## config.mk

```make
export PLATFORM = sky130hd
export DESIGN_NAME = two_key_code_lock_flat
export DESIGN_NICKNAME = d
export VERILOG_FILES = /design/src/sv/tkl_pkg.sv /design/src/sv/tkl_ifs.sv /design/src/sv/tkl_debounce.sv /design/src/sv/tkl_core.sv /design/src/sv/two_key_code_lock.sv /design/src/flat_wrapper.sv
export VERILOG_INCLUDE_DIRS = /design/src /design/src/sv
export SDC_FILE = /design/constraint.sdc
export NUM_CORES = 1
export LEC_CHECK = 0
export ABC_AREA = 1
export BUFFER_PORTS_ARGS = -buffer_cell sky130_fd_sc_hd__buf_2
export CAP_MARGIN = 20
export CORE_MARGIN = 3
export CORE_UTILIZATION = 42
export CTS_CLUSTER_SIZE = 24
export DETAILED_ROUTE_END_ITERATION = 12
export GPL_TIMING_DRIVEN = 1
export PLACE_DENSITY = 0.59
export REMOVE_ABC_BUFFERS = 1
export SYNTH_ARGS = -nofsm -noshare
export SYNTH_HDL_FRONTEND = slang
export SYNTH_SLANG_ARGS = --single-unit
```

## constraint.sdc

```tcl
create_clock -name clk -period 2.7 [get_ports clk]
set_input_delay 0.27 -clock clk [delete_from_list [all_inputs] [get_ports clk]]
set_output_delay 0.27 -clock clk [all_outputs]
set_load 0.005 [all_outputs]
```

## src/sv/two_key_code_lock_assert.svh

```systemverilog
// ----------------------------------------------------------------------------
// two_key_code_lock_assert.svh
// Assertion macros for the two-key code lock; empty when synthesizing.
// ----------------------------------------------------------------------------
`ifndef TWO_KEY_CODE_LOCK_ASSERT_SVH
`define TWO_KEY_CODE_LOCK_ASSERT_SVH

`ifndef SYNTHESIS
// same-cycle implication
`define TKL_ASSERT_IMP(lbl, clk, rst_n, ante, cons) \
  lbl: assert property (@(posedge clk) disable iff (!rst_n) (ante) |-> (cons)) \
    else $error("tkl: implication check failed");
// next-cycle implication
`define TKL_ASSERT_NXT(lbl, clk, rst_n, ante, cons) \
  lbl: assert property (@(posedge clk) disable iff (!rst_n) (ante) |=> (cons)) \
    else $error("tkl: next-cycle check failed");
`else
`define TKL_ASSERT_IMP(lbl, clk, rst_n, ante, cons)
`define TKL_ASSERT_NXT(lbl, clk, rst_n, ante, cons)
`endif

`endif

```

## src/sv/tkl_pkg.sv

```systemverilog
// ----------------------------------------------------------------------------
// tkl_pkg
// Shared types, constants and helpers of the two-key code lock.
// ----------------------------------------------------------------------------
package tkl_pkg;

  localparam int CODE_DIGITS_DEF = 6;
  localparam int HIST_W          = 8;
  localparam int CFG_W           = 4;
  localparam int CNT_OUT_W       = 3;

  localparam logic [CFG_W-1:0] DEB_RESET = 4'd6;

  typedef enum logic [1:0] {
    EV_NONE     = 2'd0,
    EV_LOCKED   = 2'd1,
    EV_UNLOCKED = 2'd2,
    EV_WRONG    = 2'd3
  } tkl_event_t;

  // debounced press strobes, one per key
  typedef struct packed {
    logic p0;
    logic p1;
  } tkl_press_t;

  // one result item
  typedef struct packed {
    logic                 locked;
    logic                 taken;
    logic [CNT_OUT_W-1:0] cnt;
    tkl_event_t           ev;
  } tkl_res_t;

  // debounce window mask; 0 acts as 1, above 8 acts as 8
  function automatic logic [HIST_W-1:0] win_mask(input logic [CFG_W-1:0] n);
    logic [CFG_W-1:0] c;
    logic [HIST_W:0]  m;
    c = n;
    if (n == '0) c = 4'd1;
    if (n > 4'(HIST_W)) c = 4'(HIST_W);
    m = (9'h1 << c) - 9'h1;
    return m[HIST_W-1:0];
  endfunction

endpackage

```

## src/sv/tkl_ifs.sv

```systemverilog
// ----------------------------------------------------------------------------
// tkl_ifs
// Valid/ready channels: key samples in, lock results out.
// ----------------------------------------------------------------------------
interface tkl_in_if;
  logic valid;
  logic ready;
  logic key0_pressed;
  logic key1_pressed;

  modport source (output valid, output key0_pressed, output key1_pressed, input ready);
  modport sink   (input valid, input key0_pressed, input key1_pressed, output ready);
endinterface

interface tkl_out_if;
  logic       valid;
  logic       ready;
  logic       is_locked;
  logic       digit_taken;
  logic [2:0] digits_entered;
  logic [1:0] event_res;

  modport source (output valid, output is_locked, output digit_taken,
                  output digits_entered, output event_res, input ready);
  modport sink   (input valid, input is_locked, input digit_taken,
                  input digits_entered, input event_res, output ready);
endinterface

```

## src/sv/tkl_debounce.sv

```systemverilog
// ----------------------------------------------------------------------------
// tkl_debounce
// Per-key shift history and debounced down flag; strobes a new press.
// ----------------------------------------------------------------------------
module tkl_debounce (
  input  logic                      clk,
  input  logic                      rst_n,
  input  logic                      en,
  input  logic                      level,
  input  logic [tkl_pkg::HIST_W-1:0] mask,
  output logic                      pressed
);
  import tkl_pkg::*;

  logic [HIST_W-1:0] hist_r, hist_nxt;
  logic              down_r, down_nxt;
  logic              all_on, all_off;

  // shift in the sample, check the window
  always_comb begin
    hist_nxt = {hist_r[HIST_W-2:0], level};
    all_on   = (hist_nxt & mask) == mask;
    all_off  = (hist_nxt & mask) == '0;
    down_nxt = down_r;
    pressed  = 1'b0;
    if (!down_r && all_on) begin
      down_nxt = 1'b1;
      pressed  = en;
    end else if (down_r && all_off) begin
      down_nxt = 1'b0;
    end
  end

  always_ff @(posedge clk) begin
    if (!rst_n) begin
      hist_r <= '0;
      down_r <= 1'b0;
    end else if (en) begin
      hist_r <= hist_nxt;
      down_r <= down_nxt;
    end
  end

endmodule

```

## src/sv/tkl_core.sv

```systemverilog
// ----------------------------------------------------------------------------
// tkl_core
// Digit entry and lock state: collects digits, sets or checks the code.
// ----------------------------------------------------------------------------
module tkl_core #(
  parameter int CODE_DIGITS = tkl_pkg::CODE_DIGITS_DEF
) (
  input  logic                clk,
  input  logic                rst_n,
  input  logic                en,
  input  tkl_pkg::tkl_press_t press,
  output tkl_pkg::tkl_res_t   res
);
  import tkl_pkg::*;

  localparam int CNT_W = $clog2(CODE_DIGITS + 1);

  typedef struct packed {
    logic [CODE_DIGITS-1:0] bits;
    logic [CNT_W-1:0]       cnt;
    logic                   locked;
    logic [CODE_DIGITS-1:0] code;
  } lk_state_t;

  lk_state_t  st_r, st_a, st_b;
  tkl_event_t ev_a, ev_b, ev_sel;

  // one digit into the entry, with completion handling
  function automatic lk_state_t enter_digit(input lk_state_t s, input logic d,
                                            output tkl_event_t ev);
    lk_state_t n;
    n    = s;
    ev   = EV_NONE;
    n.bits = (s.bits << 1) | CODE_DIGITS'(d);
    n.cnt  = s.cnt + 1'b1;
    if (n.cnt >= CNT_W'(CODE_DIGITS)) begin
      if (!s.locked) begin
        n.code   = n.bits;
        n.locked = 1'b1;
        ev       = EV_LOCKED;
      end else if (n.bits == s.code) begin
        n.locked = 1'b0;
        n.code   = '0;
        ev       = EV_UNLOCKED;
      end else begin
        ev = EV_WRONG;
      end
      n.bits = '0;
      n.cnt  = '0;
    end
    return n;
  endfunction

  // key0 digit first, then key1
  always_comb begin
    st_a = st_r;
    ev_a = EV_NONE;
    if (press.p0) st_a = enter_digit(st_r, 1'b0, ev_a);
    st_b = st_a;
    ev_b = EV_NONE;
    if (press.p1) st_b = enter_digit(st_a, 1'b1, ev_b);
    ev_sel = (ev_b != EV_NONE) ? ev_b : ev_a;
  end

  // result fields: locked, taken, count, event
  assign res = {st_b.locked, press.p0 | press.p1, CNT_OUT_W'(st_b.cnt), ev_sel};

  always_ff @(posedge clk) begin
    if (!rst_n) begin
      st_r <= '0;
    end else if (en) begin
      st_r <= st_b;
    end
  end

endmodule

```

## src/sv/two_key_code_lock.sv

```systemverilog
// ----------------------------------------------------------------------------
// two_key_code_lock
// Two-key combination lock with per-key debounce, one sample per transfer.
// ----------------------------------------------------------------------------
//  channel  | dir | handshake    | payload
//  in_ch    | in  | valid/ready  | key0_pressed, key1_pressed
//  out_ch   | out | valid/ready  | is_locked, digit_taken, digits_entered,
//           |     |              | event_res
//  cfg      | in  | cfg_we       | cfg_wdata = debounce_samples
//
// One sample per cycle sustained unless the result stalls. A transfer passes
// the input register, then debounce and lock update into the result register.
// Synchronous active-low reset clears all key, entry and lock state and sets
// the debounce window to six samples. A stalled result holds both stages; the
// input register still takes a transfer while it is empty.
// ----------------------------------------------------------------------------
`include "two_key_code_lock_assert.svh"

module two_key_code_lock #(
  parameter int CODE_DIGITS = tkl_pkg::CODE_DIGITS_DEF
) (
  input  logic                     clk,
  input  logic                     rst_n,
  tkl_in_if.sink                   in_ch,
  tkl_out_if.source                out_ch,
  input  logic                     cfg_we,
  input  logic [tkl_pkg::CFG_W-1:0] cfg_wdata
);
  import tkl_pkg::*;

  logic              in_vld_r, k0_r, k1_r;
  logic              out_vld_r;
  tkl_res_t          res_r, res_c;
  logic [HIST_W-1:0] mask_r;
  logic              adv, fire;
  logic              deb_p0, deb_p1;
  tkl_press_t        press;

  // pipeline control
  assign adv          = !out_vld_r || out_ch.ready;
  assign in_ch.ready  = !in_vld_r || adv;
  assign fire         = in_vld_r && adv;

  // debounce window, decoded on write
  always_ff @(posedge clk) begin
    if (!rst_n) begin
      mask_r <= win_mask(DEB_RESET);
    end else if (cfg_we) begin
      mask_r <= win_mask(cfg_wdata);
    end
  end

  // input register
  always_ff @(posedge clk) begin
    if (!rst_n) begin
      in_vld_r <= 1'b0;
    end else if (in_ch.ready) begin
      in_vld_r <= in_ch.valid;
    end
  end

  always_ff @(posedge clk) begin
    if (in_ch.ready && in_ch.valid) begin
      k0_r <= in_ch.key0_pressed;
      k1_r <= in_ch.key1_pressed;
    end
  end

  tkl_debounce u_deb0 (
    .clk     (clk),
    .rst_n   (rst_n),
    .en      (fire),
    .level   (k0_r),
    .mask    (mask_r),
    .pressed (deb_p0)
  );

  tkl_debounce u_deb1 (
    .clk     (clk),
    .rst_n   (rst_n),
    .en      (fire),
    .level   (k1_r),
    .mask    (mask_r),
    .pressed (deb_p1)
  );

  // press strobes, key0 then key1
  assign press = {deb_p0, deb_p1};

  tkl_core #(
    .CODE_DIGITS (CODE_DIGITS)
  ) u_core (
    .clk   (clk),
    .rst_n (rst_n),
    .en    (fire),
    .press (press),
    .res   (res_c)
  );

  // result register
  always_ff @(posedge clk) begin
    if (!rst_n) begin
      out_vld_r <= 1'b0;
    end else if (adv) begin
      out_vld_r <= in_vld_r;
    end
  end

  always_ff @(posedge clk) begin
    if (fire) begin
      res_r <= res_c;
    end
  end

  assign out_ch.valid          = out_vld_r;
  assign out_ch.is_locked      = res_r.locked;
  assign out_ch.digit_taken    = res_r.taken;
  assign out_ch.digits_entered = res_r.cnt;
  assign out_ch.event_res      = res_r.ev;

  // an event only comes with a digit
  `TKL_ASSERT_IMP(a_ev_needs_digit, clk, rst_n,
                  out_vld_r && res_r.ev != EV_NONE, res_r.taken)
  // lock flag agrees with the reported event
  `TKL_ASSERT_IMP(a_ev_lock_state, clk, rst_n,
                  out_vld_r && (res_r.ev == EV_LOCKED || res_r.ev == EV_WRONG),
                  res_r.locked)
  // a stalled input stage keeps its item
  `TKL_ASSERT_NXT(a_in_hold, clk, rst_n, in_vld_r && !adv, in_vld_r)

endmodule

```

## src/flat_wrapper.sv

```systemverilog
// flat-port wrapper written by rule: the top's interface ports become plain ports
module two_key_code_lock_flat import tkl_pkg::*;
#(
  parameter int CODE_DIGITS = tkl_pkg::CODE_DIGITS_DEF
)
  (clk, rst_n, cfg_we, cfg_wdata, in_ch_valid, in_ch_key0_pressed, in_ch_key1_pressed, in_ch_ready, out_ch_valid, out_ch_is_locked, out_ch_digit_taken, out_ch_digits_entered, out_ch_event_res, out_ch_ready);
  tkl_in_if in_ch_i ();
  tkl_out_if out_ch_i ();
  input  logic clk;
  input  logic rst_n;
  input  logic cfg_we;
  input  logic [tkl_pkg::CFG_W-1:0] cfg_wdata;
  input wire logic [$bits(in_ch_i.valid)-1:0] in_ch_valid;
  input wire logic [$bits(in_ch_i.key0_pressed)-1:0] in_ch_key0_pressed;
  input wire logic [$bits(in_ch_i.key1_pressed)-1:0] in_ch_key1_pressed;
  output wire logic [$bits(in_ch_i.ready)-1:0] in_ch_ready;
  output wire logic [$bits(out_ch_i.valid)-1:0] out_ch_valid;
  output wire logic [$bits(out_ch_i.is_locked)-1:0] out_ch_is_locked;
  output wire logic [$bits(out_ch_i.digit_taken)-1:0] out_ch_digit_taken;
  output wire logic [$bits(out_ch_i.digits_entered)-1:0] out_ch_digits_entered;
  output wire logic [$bits(out_ch_i.event_res)-1:0] out_ch_event_res;
  input wire logic [$bits(out_ch_i.ready)-1:0] out_ch_ready;
  assign in_ch_i.valid = in_ch_valid;
  assign in_ch_i.key0_pressed = in_ch_key0_pressed;
  assign in_ch_i.key1_pressed = in_ch_key1_pressed;
  assign in_ch_ready = in_ch_i.ready;
  assign out_ch_valid = out_ch_i.valid;
  assign out_ch_is_locked = out_ch_i.is_locked;
  assign out_ch_digit_taken = out_ch_i.digit_taken;
  assign out_ch_digits_entered = out_ch_i.digits_entered;
  assign out_ch_event_res = out_ch_i.event_res;
  assign out_ch_i.ready = out_ch_ready;
  two_key_code_lock #(.CODE_DIGITS(CODE_DIGITS)) u_core (.clk(clk), .rst_n(rst_n), .in_ch(in_ch_i), .out_ch(out_ch_i), .cfg_we(cfg_we), .cfg_wdata(cfg_wdata));
endmodule
```

==> summary.md, run 1 <==
For the wire length after detailed routing, the log shows 6460 µm. The tool flagged a number of max-cap violations equal to 0. The number of remaining DRC errors was 0. The number of setup buffers added after CTS is 0. Walking the worst path, the cells encountered are inv_1 -> nand2_1 -> nand2_2 -> nor2_4 -> nand2_4 -> nor2_8 -> buf_6 -> nand3_1 -> nand2_2 -> ha_2 -> nand3b_2 -> nand3_4 -> nor2_4 -> nand2_2 -> nor2_4 -> nand3_2 -> and2_1. The logs give 2 for the largest buffer count on any clock path and 398 for the instance count of the mapped netlist. The floorplan step defined a die boundary enclosing 7670 µm².

The fraction of registers with async set/reset came out at 0%. For this run, the leading register cell type out of synthesis is dfxtp_1. The critical path contains buffers and inverters numbering 2 combined.

The net count of the finished layout is 443. The post-detailed-route count of antenna-violating nets is 0. TritonCTS built the clock tree. The placer's final routability congestion estimate was 0.9367; the first-pass detailed-route iteration total was 5.

The cell at the root of the clock tree is clkbuf_8. The total overflow reported by the global router was 0. The H-tree level count was 2; the count of state elements after synthesis was 50. The type of the worst setup path is flop to flop.

The worst setup path is launched from a flop. At the pin with the least slew margin, the transition time is 0.5140 ns. At the placement stage, the worst setup path has a slack of 0.07093 ns. In the routed layout, each cell is associated on average with a via count of 4.994.

In this design, the stage delay of the slowest critical-path cell is 0.35 ns. The run gives 17.90% as the global-route total usage across every layer. The worst path uses 92.42% of the clock period. Measured on the finished design, the core utilization comes to 50.06%.

The power density of the placed cells is 471.7 nW/µm², and the post-CTS clock slew at the launch and capture registers of the worst setup and hold paths is 0.10 ns. The finished cells cover 3197 µm². For the setup skew after layout, the log shows 0.01071 ns. Count of inserted antenna diode cells: 0.

Entering global routing, the biggest net connects 30 pins. The total of warnings raised by yosys came out at 0. The run finished with clean final reports. The floorplan step set the die height to 87.58 µm.

The initial utilization of the core area, before any placement, comes to 43.77%. For this run, the register share of the synthesized area comes to 39.03%. Dividing the detail-routed wire length by the instance count gives 12.79 µm. The insertion delay of the later-clocked pin in the worst-skew pair is 0.31 ns.

In this design, the largest share of critical-path delay is due to simple AND/OR/NAND/NOR gates. For the CTS buffer count, the log shows 5. The worst hold margin came out at 0.1324 ns. The first global-routing pass estimated 10940 µm of wire. Measured along the x axis, the die boundary spans 87.58 µm. For this design the static power due to leakage is 1.502 nW.

Layout-stage area growth over the synthesis result: 14.37%. Derived from the worst setup path, the maximum achievable clock frequency is 400.7 MHz. The worst hold path belongs to the class input port to flop.

The endpoint class of the critical path was a flop. Detailed placement finished with a half-perimeter wire length of 4737 µm. Setup violations remaining at the end of the flow were counted as 0.

The clock period minus worst slack was 2.495 ns. The number of max-slew violations in the final report was 0. Once placement finished, the instance area stood at 3032 µm². For this design the top-level I/O count stands at 20. The run gives 0 as the number of hold violations in the final report.

The region available for standard cell placement spans 6386 µm². The synthesized design contains 9 enable-type register cells. The logs give 2369 for the via count of the first global-routing pass and 65.37% for the remaining max-slew budget at the tightest pin.

The count of buffers added on input and output ports is 19. The maximum resistive drop on vdd came out at 0.0002240 V. For the clock sink count, the log shows 50.

The number of distinct standard cells referenced by the synthesized netlist is 36, and the post-synthesis average cell area is 7.023 µm². Along the worst path, the maximum fanout reaches 7. The slowest stage of the critical path belongs to the cell edfxtp_1.

In this run the cell area of the synthesized design comes to 2795 µm². Data on the critical path arrives at its endpoint at 2.57 ns. The routed layout has 2522 vias. After floorplanning, the core was divided into 29 placement rows.

The worst path meets setup with 0.2045 ns of slack. Data on the critical path is required at its endpoint by 2.78 ns. The first-iteration detailed-routing DRC count came out at 139. The share of final-layout standard cells stronger than drive strength 1 is 20.56%, and the initial antenna violation count is 0.
==> timing repair <==
item / in CTS / in global routing
resized for setup: 0 / 18
hold buffers: 0 / 0
setup endpoints to repair: 0 / 11
==> cell usage in the layout (no fill, tap or decap), types with 2 or more instances in the layout <==
master / count
o22ai_1: 4
xnor2_1: 2
a21oi_1: 30
nand3_4: 3
nand3b_1: 2
inv_2: 8
nand3_1: 23
inv_1: 59
a221oi_1: 2
nand2_1: 96
a21oi_2: 5
buf_4: 10
nand2_4: 2
o21ai_2: 2
dfxtp_1: 37
nor2_1: 23
buf_2: 19
o2111ai_1: 2
nor2_2: 2
edfxtp_1: 9
clkinv_1: 2
nor3_1: 3
o21ai_0: 30
ha_1: 3
clkbuf_8: 5
nand2_2: 14
nor2_4: 6
dfxtp_2: 4
o21ai_1: 6
==> per-stage QoR <==
| step | TNS [ns] | total power [mW] | cells |
|---|---|---|---|
| 5_1_grt | -0.0009777 | 1.582 | 505 |
| 2_1_floorplan | 0 | 0.9577 | 390 |
| 4_1_cts | 0 | 1.518 | 505 |
| 3_3_place_gp | 0 | 1.021 | 497 |
| 3_5_place_dp | 0 | 1.024 | 497 |
| 6_report | 0 | 1.508 | 505 |
==> cell type report <==
type,instances,area [µm²]
sequential,50,1096
clock buffer,7,97.59
clock inverter,1,6.256
timing repair buffer,30,181.4
fill,648,3189
multi-input combinational,271,1460
tap,77,96.34
inverter,69,259.0
==> registers in the layout, summed over array words and instances, names as in the netlist <==
register / cells
u_core.in_vld_r: 1
u_core.k0_r: 1
u_core.k1_r: 1
u_core.mask_r: 8
u_core.out_ch.digit_taken: 1
u_core.out_ch.digits_entered: 3
u_core.out_ch.event_res: 2
u_core.out_ch.is_locked: 1
u_core.out_ch.valid: 1
u_core.u_core.st_r: 15
u_core.u_deb0.down_r: 1
u_core.u_deb0.hist_r: 7
u_core.u_deb1.down_r: 1
u_core.u_deb1.hist_r: 7
==> worst paths after layout <==
kind | start | to | slack (ns) | depth (start not counted)
worst max-delay path | u_core.k0_r$_DFFE_PP_ | u_core.out_ch.event_res[0]$_DFFE_PP_ | 0.20 | 17
worst min-delay path | in_ch_key0_pressed | u_core.k0_r$_DFFE_PP_ | 0.13 | 1
worst max register to register | u_core.k0_r$_DFFE_PP_ | u_core.out_ch.event_res[0]$_DFFE_PP_ | 0.20 | 17
worst min register to register | u_core.u_deb0.hist_r[5]$_SDFFE_PN0P_ | u_core.u_deb0.hist_r[5]$_SDFFE_PN0P_ | 0.47 | 2
==> Yosys cell counts (2+ instances only) <==
| cell | instances | area share (%) |
|---|---|---|
| a21oi_2 | 5 | 1.6 |
| nand3_4 | 2 | 1.3 |
| nor2_1 | 23 | 3.1 |
| o22ai_1 | 4 | 0.90 |
| nor3_1 | 3 | 0.54 |
| nand3_1 | 24 | 4.3 |
| a21oi_1 | 30 | 5.4 |
| clkinv_1 | 2 | 0.27 |
| nand2_2 | 12 | 2.7 |
| xnor2_1 | 2 | 0.63 |
| dfxtp_1 | 41 | 29 |
| a221oi_1 | 2 | 0.63 |
| nor2_2 | 3 | 0.67 |
| nor2_4 | 5 | 2.0 |
| o2111ai_1 | 2 | 0.63 |
| clkbuf_1 | 6 | 0.81 |
| nand3b_1 | 2 | 0.54 |
| o21ai_1 | 6 | 1.1 |
| inv_1 | 59 | 7.9 |
| nand2_1 | 99 | 13 |
| inv_2 | 8 | 1.1 |
| edfxtp_1 | 9 | 9.7 |
| o21ai_0 | 32 | 5.7 |
| ha_1 | 5 | 2.2 |
==> power breakdown <==
group	switching, mW	total (mW)	internal (mW)
logic	0.117	0.189	0.0716
clock network	0.258	0.499	0.241
registers	0.0261	0.820	0.794
==> per-layer routing <==
layer	GRT usage, %	part of all wire (%)	vias up
li1	-	-	1323
met1	24.13	49	1137
met2	29.38	46	54
met3	3.198	3.8	8
met4	5.160	1.5	0
met5	0	0	-
==> kinds of logic after synthesis <==
logic type / after synthesis / share of synthesized area, %
AOI/OAI and AO/OA: 83 / 16.43
xor gates and xnor gates: 2 / 0.6268
adders and majority gates: 5 / 2.238
buffers and inverters: 77 / 10.61
DFF: 50 / 39.03
other: 1 / 0.1342
and+or+nand+nor: 180 / 30.93
Note: power is estimated with default switching activity, not from simulation.
==> run 2: changes to the inputs <==
Settings changed: CTS_BUF_LIST from default to sky130_fd_sc_hd__clkbuf_2, SYNTH_HIERARCHICAL from default to 1.
==> summary.md, run 2 <==
The run finished, with violations left. The final reports fail on negative setup slack. The count of inserted antenna diode cells was 0. Grouping stages by cell kind, the critical path spends the most delay in simple AND/OR/NAND/NOR gates. Counting both buffers and inverters, the worst setup path holds a total of 6. Of the cells placed in the final design, the portion with a size suffix greater than 1 is 28.11%. Number of rows in the core area: 29. The first global-routing pass estimated 11180 µm of wire. At the end of routability-driven placement, the weighted congestion stood at 0.9269. In this run the count of I/O pins placed on the die edge is 20. In the layout the commonest cells are nand2_1 (108), inv_1 (55), dfxtp_1 (38), a21oi_1 (35), o21ai_0 (31). In the final layout, the multi-input gates occupy 1653 µm². Once the floorplan was initialized, standard cells occupied 44.75% of the core. The tools report the post-detailed-route count of antenna-violating nets as 0. In the post-synthesis netlist, the biggest area contributors are dfxtp_1 (28%), nand2_1 (15%), edfxtp_1 (9.2%). The via count of the first global-routing pass was 2386. The final total power is 1.563 mW. Dividing the detail-routed wire length by the instance count gives 13.05 µm. The footprint of the flip-flops and latches was 1095 µm²; the pin count of the biggest net entering global routing was 53. For this run, the slowest stage of the critical path takes 0.43 ns. The via count is 2705. Hold is met by 0.05434 ns.

For the setup skew after layout, the log shows 0.03974 ns. The flip-flop cell with the highest count after synthesis is dfxtp_1. Buffers placed on the I/O ports in this run total 19. Summing the sequential cell areas from Yosys gives 37.33% of the chip area. Setup repair after global routing could not meet its margin everywhere. The vias per cell is 4.982, and the final cell utilization of the core is 53.97%.

After detailed routing, the number of remaining DRC violations is 0. The synthesized netlist contains 36 unique library cells. The remaining max-slew budget at the tightest pin is 65.17%.

The clock passes through at most 2 buffers. The fraction of registers with async set/reset is 0%, and the number of max-slew violations in the final report is 0. The tools report the number of endpoints failing setup at the final stage as 1.

The tools report the endpoint class of the critical path as a flop. The later pin in the worst-skew pair is clocked with a latency of 0.44 ns. TritonCTS built the clock tree. The post-CTS clock slew at the launch and capture registers of the worst setup and hold paths was 0.25 ns. Yosys instantiated no cell more often than nand2_1. The total overflow reported by the global router was 0. The die is 89.42 µm wide. The cell at the root of the clock tree was clkbuf_2. For this run, the post-layout net count is 481. The detailed placer's ending HPWL came out at 4787 µm. Of all cell types, the one taking the most synthesized area is dfxtp_1. Clock tree synthesis inserted a total of 5 buffers. The number of flops mapped to enable cells by yosys works out to 9. The final critical-path setup slack is -0.01402 ns.

The data arrival time of the critical path was 3.11 ns; the H-tree level count was 2. Number of hold violations in the final report: 0. The global-route total usage across every layer was 17.84%; the initial antenna violation count was 0. The required time at the worst-slack endpoint came out at 3.10 ns. The signal on the critical path passes through inv_1 -> nand2_1 -> nand3_1 -> nor2_1 -> nand2_1 -> inv_2 -> buf_12 -> nor2_2 -> a31oi_4 -> inv_2 -> ha_4 -> nand3b_1 -> buf_4 -> and2_4 -> nand2_2 -> nand2_2 -> o22ai_1 -> o21ai_0 -> inv_1. In the final layout, the registers with the most flip-flops are u_core/u_core/st_r (15), u_core/mask_r (8). The final critical path takes up 100.5% of the cycle. The first detailed-routing pass took 5 iterations. The total of warnings raised by yosys was 6; the flip-flop count of the largest register, all copies and words added was 15. The cell area that synthesis handed to floorplanning was 2923 µm². CTS saw 50 sinks.

In the synthesized netlist, the cells that appear most often are nand2_1 (113), inv_1 (60), a21oi_1 (42). The max capacitance violation total is 0. The master of the slowest instance on the critical path was dfxtp_1. After synthesis the netlist holds a flip-flop and latch count of 50. The first routing iteration left 151 violations. The worst hold-check path type was input port to flop.

The floorplan step defined a die boundary enclosing 7996 µm². The core region is 6531 µm². The worst setup path is of the flop to flop kind. Static timing analysis puts the maximum clock frequency at 368.5 MHz. The fill cell instance count of the final layout came out at 625. Of the post-synthesis cell area, the dominant cell type holds 28.08%. In this run the worst path has a maximum fanout of 4. The analysis attributes to cell leakage a power of 1.633 nW. Register with the most flip-flops: u_core/u_core/st_r.

The die height was 89.42 µm. Leaving out fill and tap cells, the most frequent cell in the layout is nand2_1. Averaged over all synthesized cells, the footprint is 6.959 µm². STA classifies the critical path startpoint as a flop. The layout-stage area growth over the synthesis result came out at 20.59%. At the pin with the least slew margin, the transition time is 0.5224 ns. The maximum resistive drop on vdd is 0.0001900 V. After detailed routing, the total wire length is 7088 µm. The instance count of the mapped netlist is 420, and the clock period minus worst slack is 2.714 ns.

Dividing total power by cell area gives a power density of 443.6 nW/µm².
-- run 2: tightest hold or removal path, cell delays in order --
cell and delay [ns]:
buf_2 0.09, nand2_1 0.07, a21oi_1 0.06
-- run 2: report_power, final --
part | switching [mW] | leakage, nW | internal [mW]
combinational | 0.196 | 1.17 | 0.125
clock | 0.242 | 0.0392 | 0.160
sequential | 0.0327 | 0.425 | 0.807
-- run 2: logic make-up after synthesis --
group	count (synthesis)	share of synthesized area [%]
AND/OR/NAND/NOR	186	30.14
AO/OA/AOI/OAI	94	17.94
buffers and inverters	82	11.47
flip-flops	50	37.33
adder cells (fa/ha/maj)	5	2.140
XOR/XNOR	2	0.8564
other	1	0.1283
-- run 2: layout make-up --
class / count / share of cell area [%]
Clock buffer: 6 / 0.8520
Multi-Input combinational cell: 288 / 46.89
Timing Repair Buffer: 49 / 9.691
Inverter: 71 / 7.703
Clock inverter: 2 / 1.065
Sequential cell: 50 / 31.06
Tap cell: 77 / 2.733
-- run 2: metal layers --
layer | wire length [µm] | GRT usage (%) | vias up
met5 | 0 | 0 | -
met1 | 3634 | 26.13 | 1226
li1 | - | - | 1428
met4 | 73 | 4.465 | 0
met3 | 232 | 3.871 | 7
met2 | 3148 | 26.52 | 44
-- run 2: path summary, 6_finish.rpt --
path,from,to,slack (ns),cells after the start
setup / recovery,u_core/u_deb0/hist_r[0]$_SDFFE_PN0P_,u_core/u_core/st_r[8]$_SDFFE_PN0P_,-0.01,19
hold / removal,in_ch_valid,u_core/in_vld_r$_SDFFE_PN0N_,0.05,3
setup reg to reg,u_core/u_deb0/hist_r[0]$_SDFFE_PN0P_,u_core/u_core/st_r[8]$_SDFFE_PN0P_,-0.01,19
hold reg to reg,u_core/u_deb0/down_r$_SDFFE_PN0P_,u_core/u_deb0/down_r$_SDFFE_PN0P_,0.48,2
-- run 2: metrics by stage --
step | setup WS (ns) | area [µm²] | setup TNS, ns | instances
final | -0.01402 | 3525 | -0.01402 | 543
after global routing | -0.2335 | 3525 | -2.809 | 543
after floorplan | -1.844 | 2854 | -35.11 | 409
after CTS | 0.003424 | 3306 | 0 | 536
after global placement | 0.04944 | 3199 | 0 | 524
after detailed placement | -0.08215 | 3199 | -0.1502 | 524
-- run 2: repair_timing --
item / in CTS / in global routing
endpoints found under the setup margin: 9 / 20
pin swaps: 1 / 13
resized for setup: 4 / 39
hold buffers: 2 / 0
hold endpoints to repair: 2 / 0
buffers inserted: 2 / 7
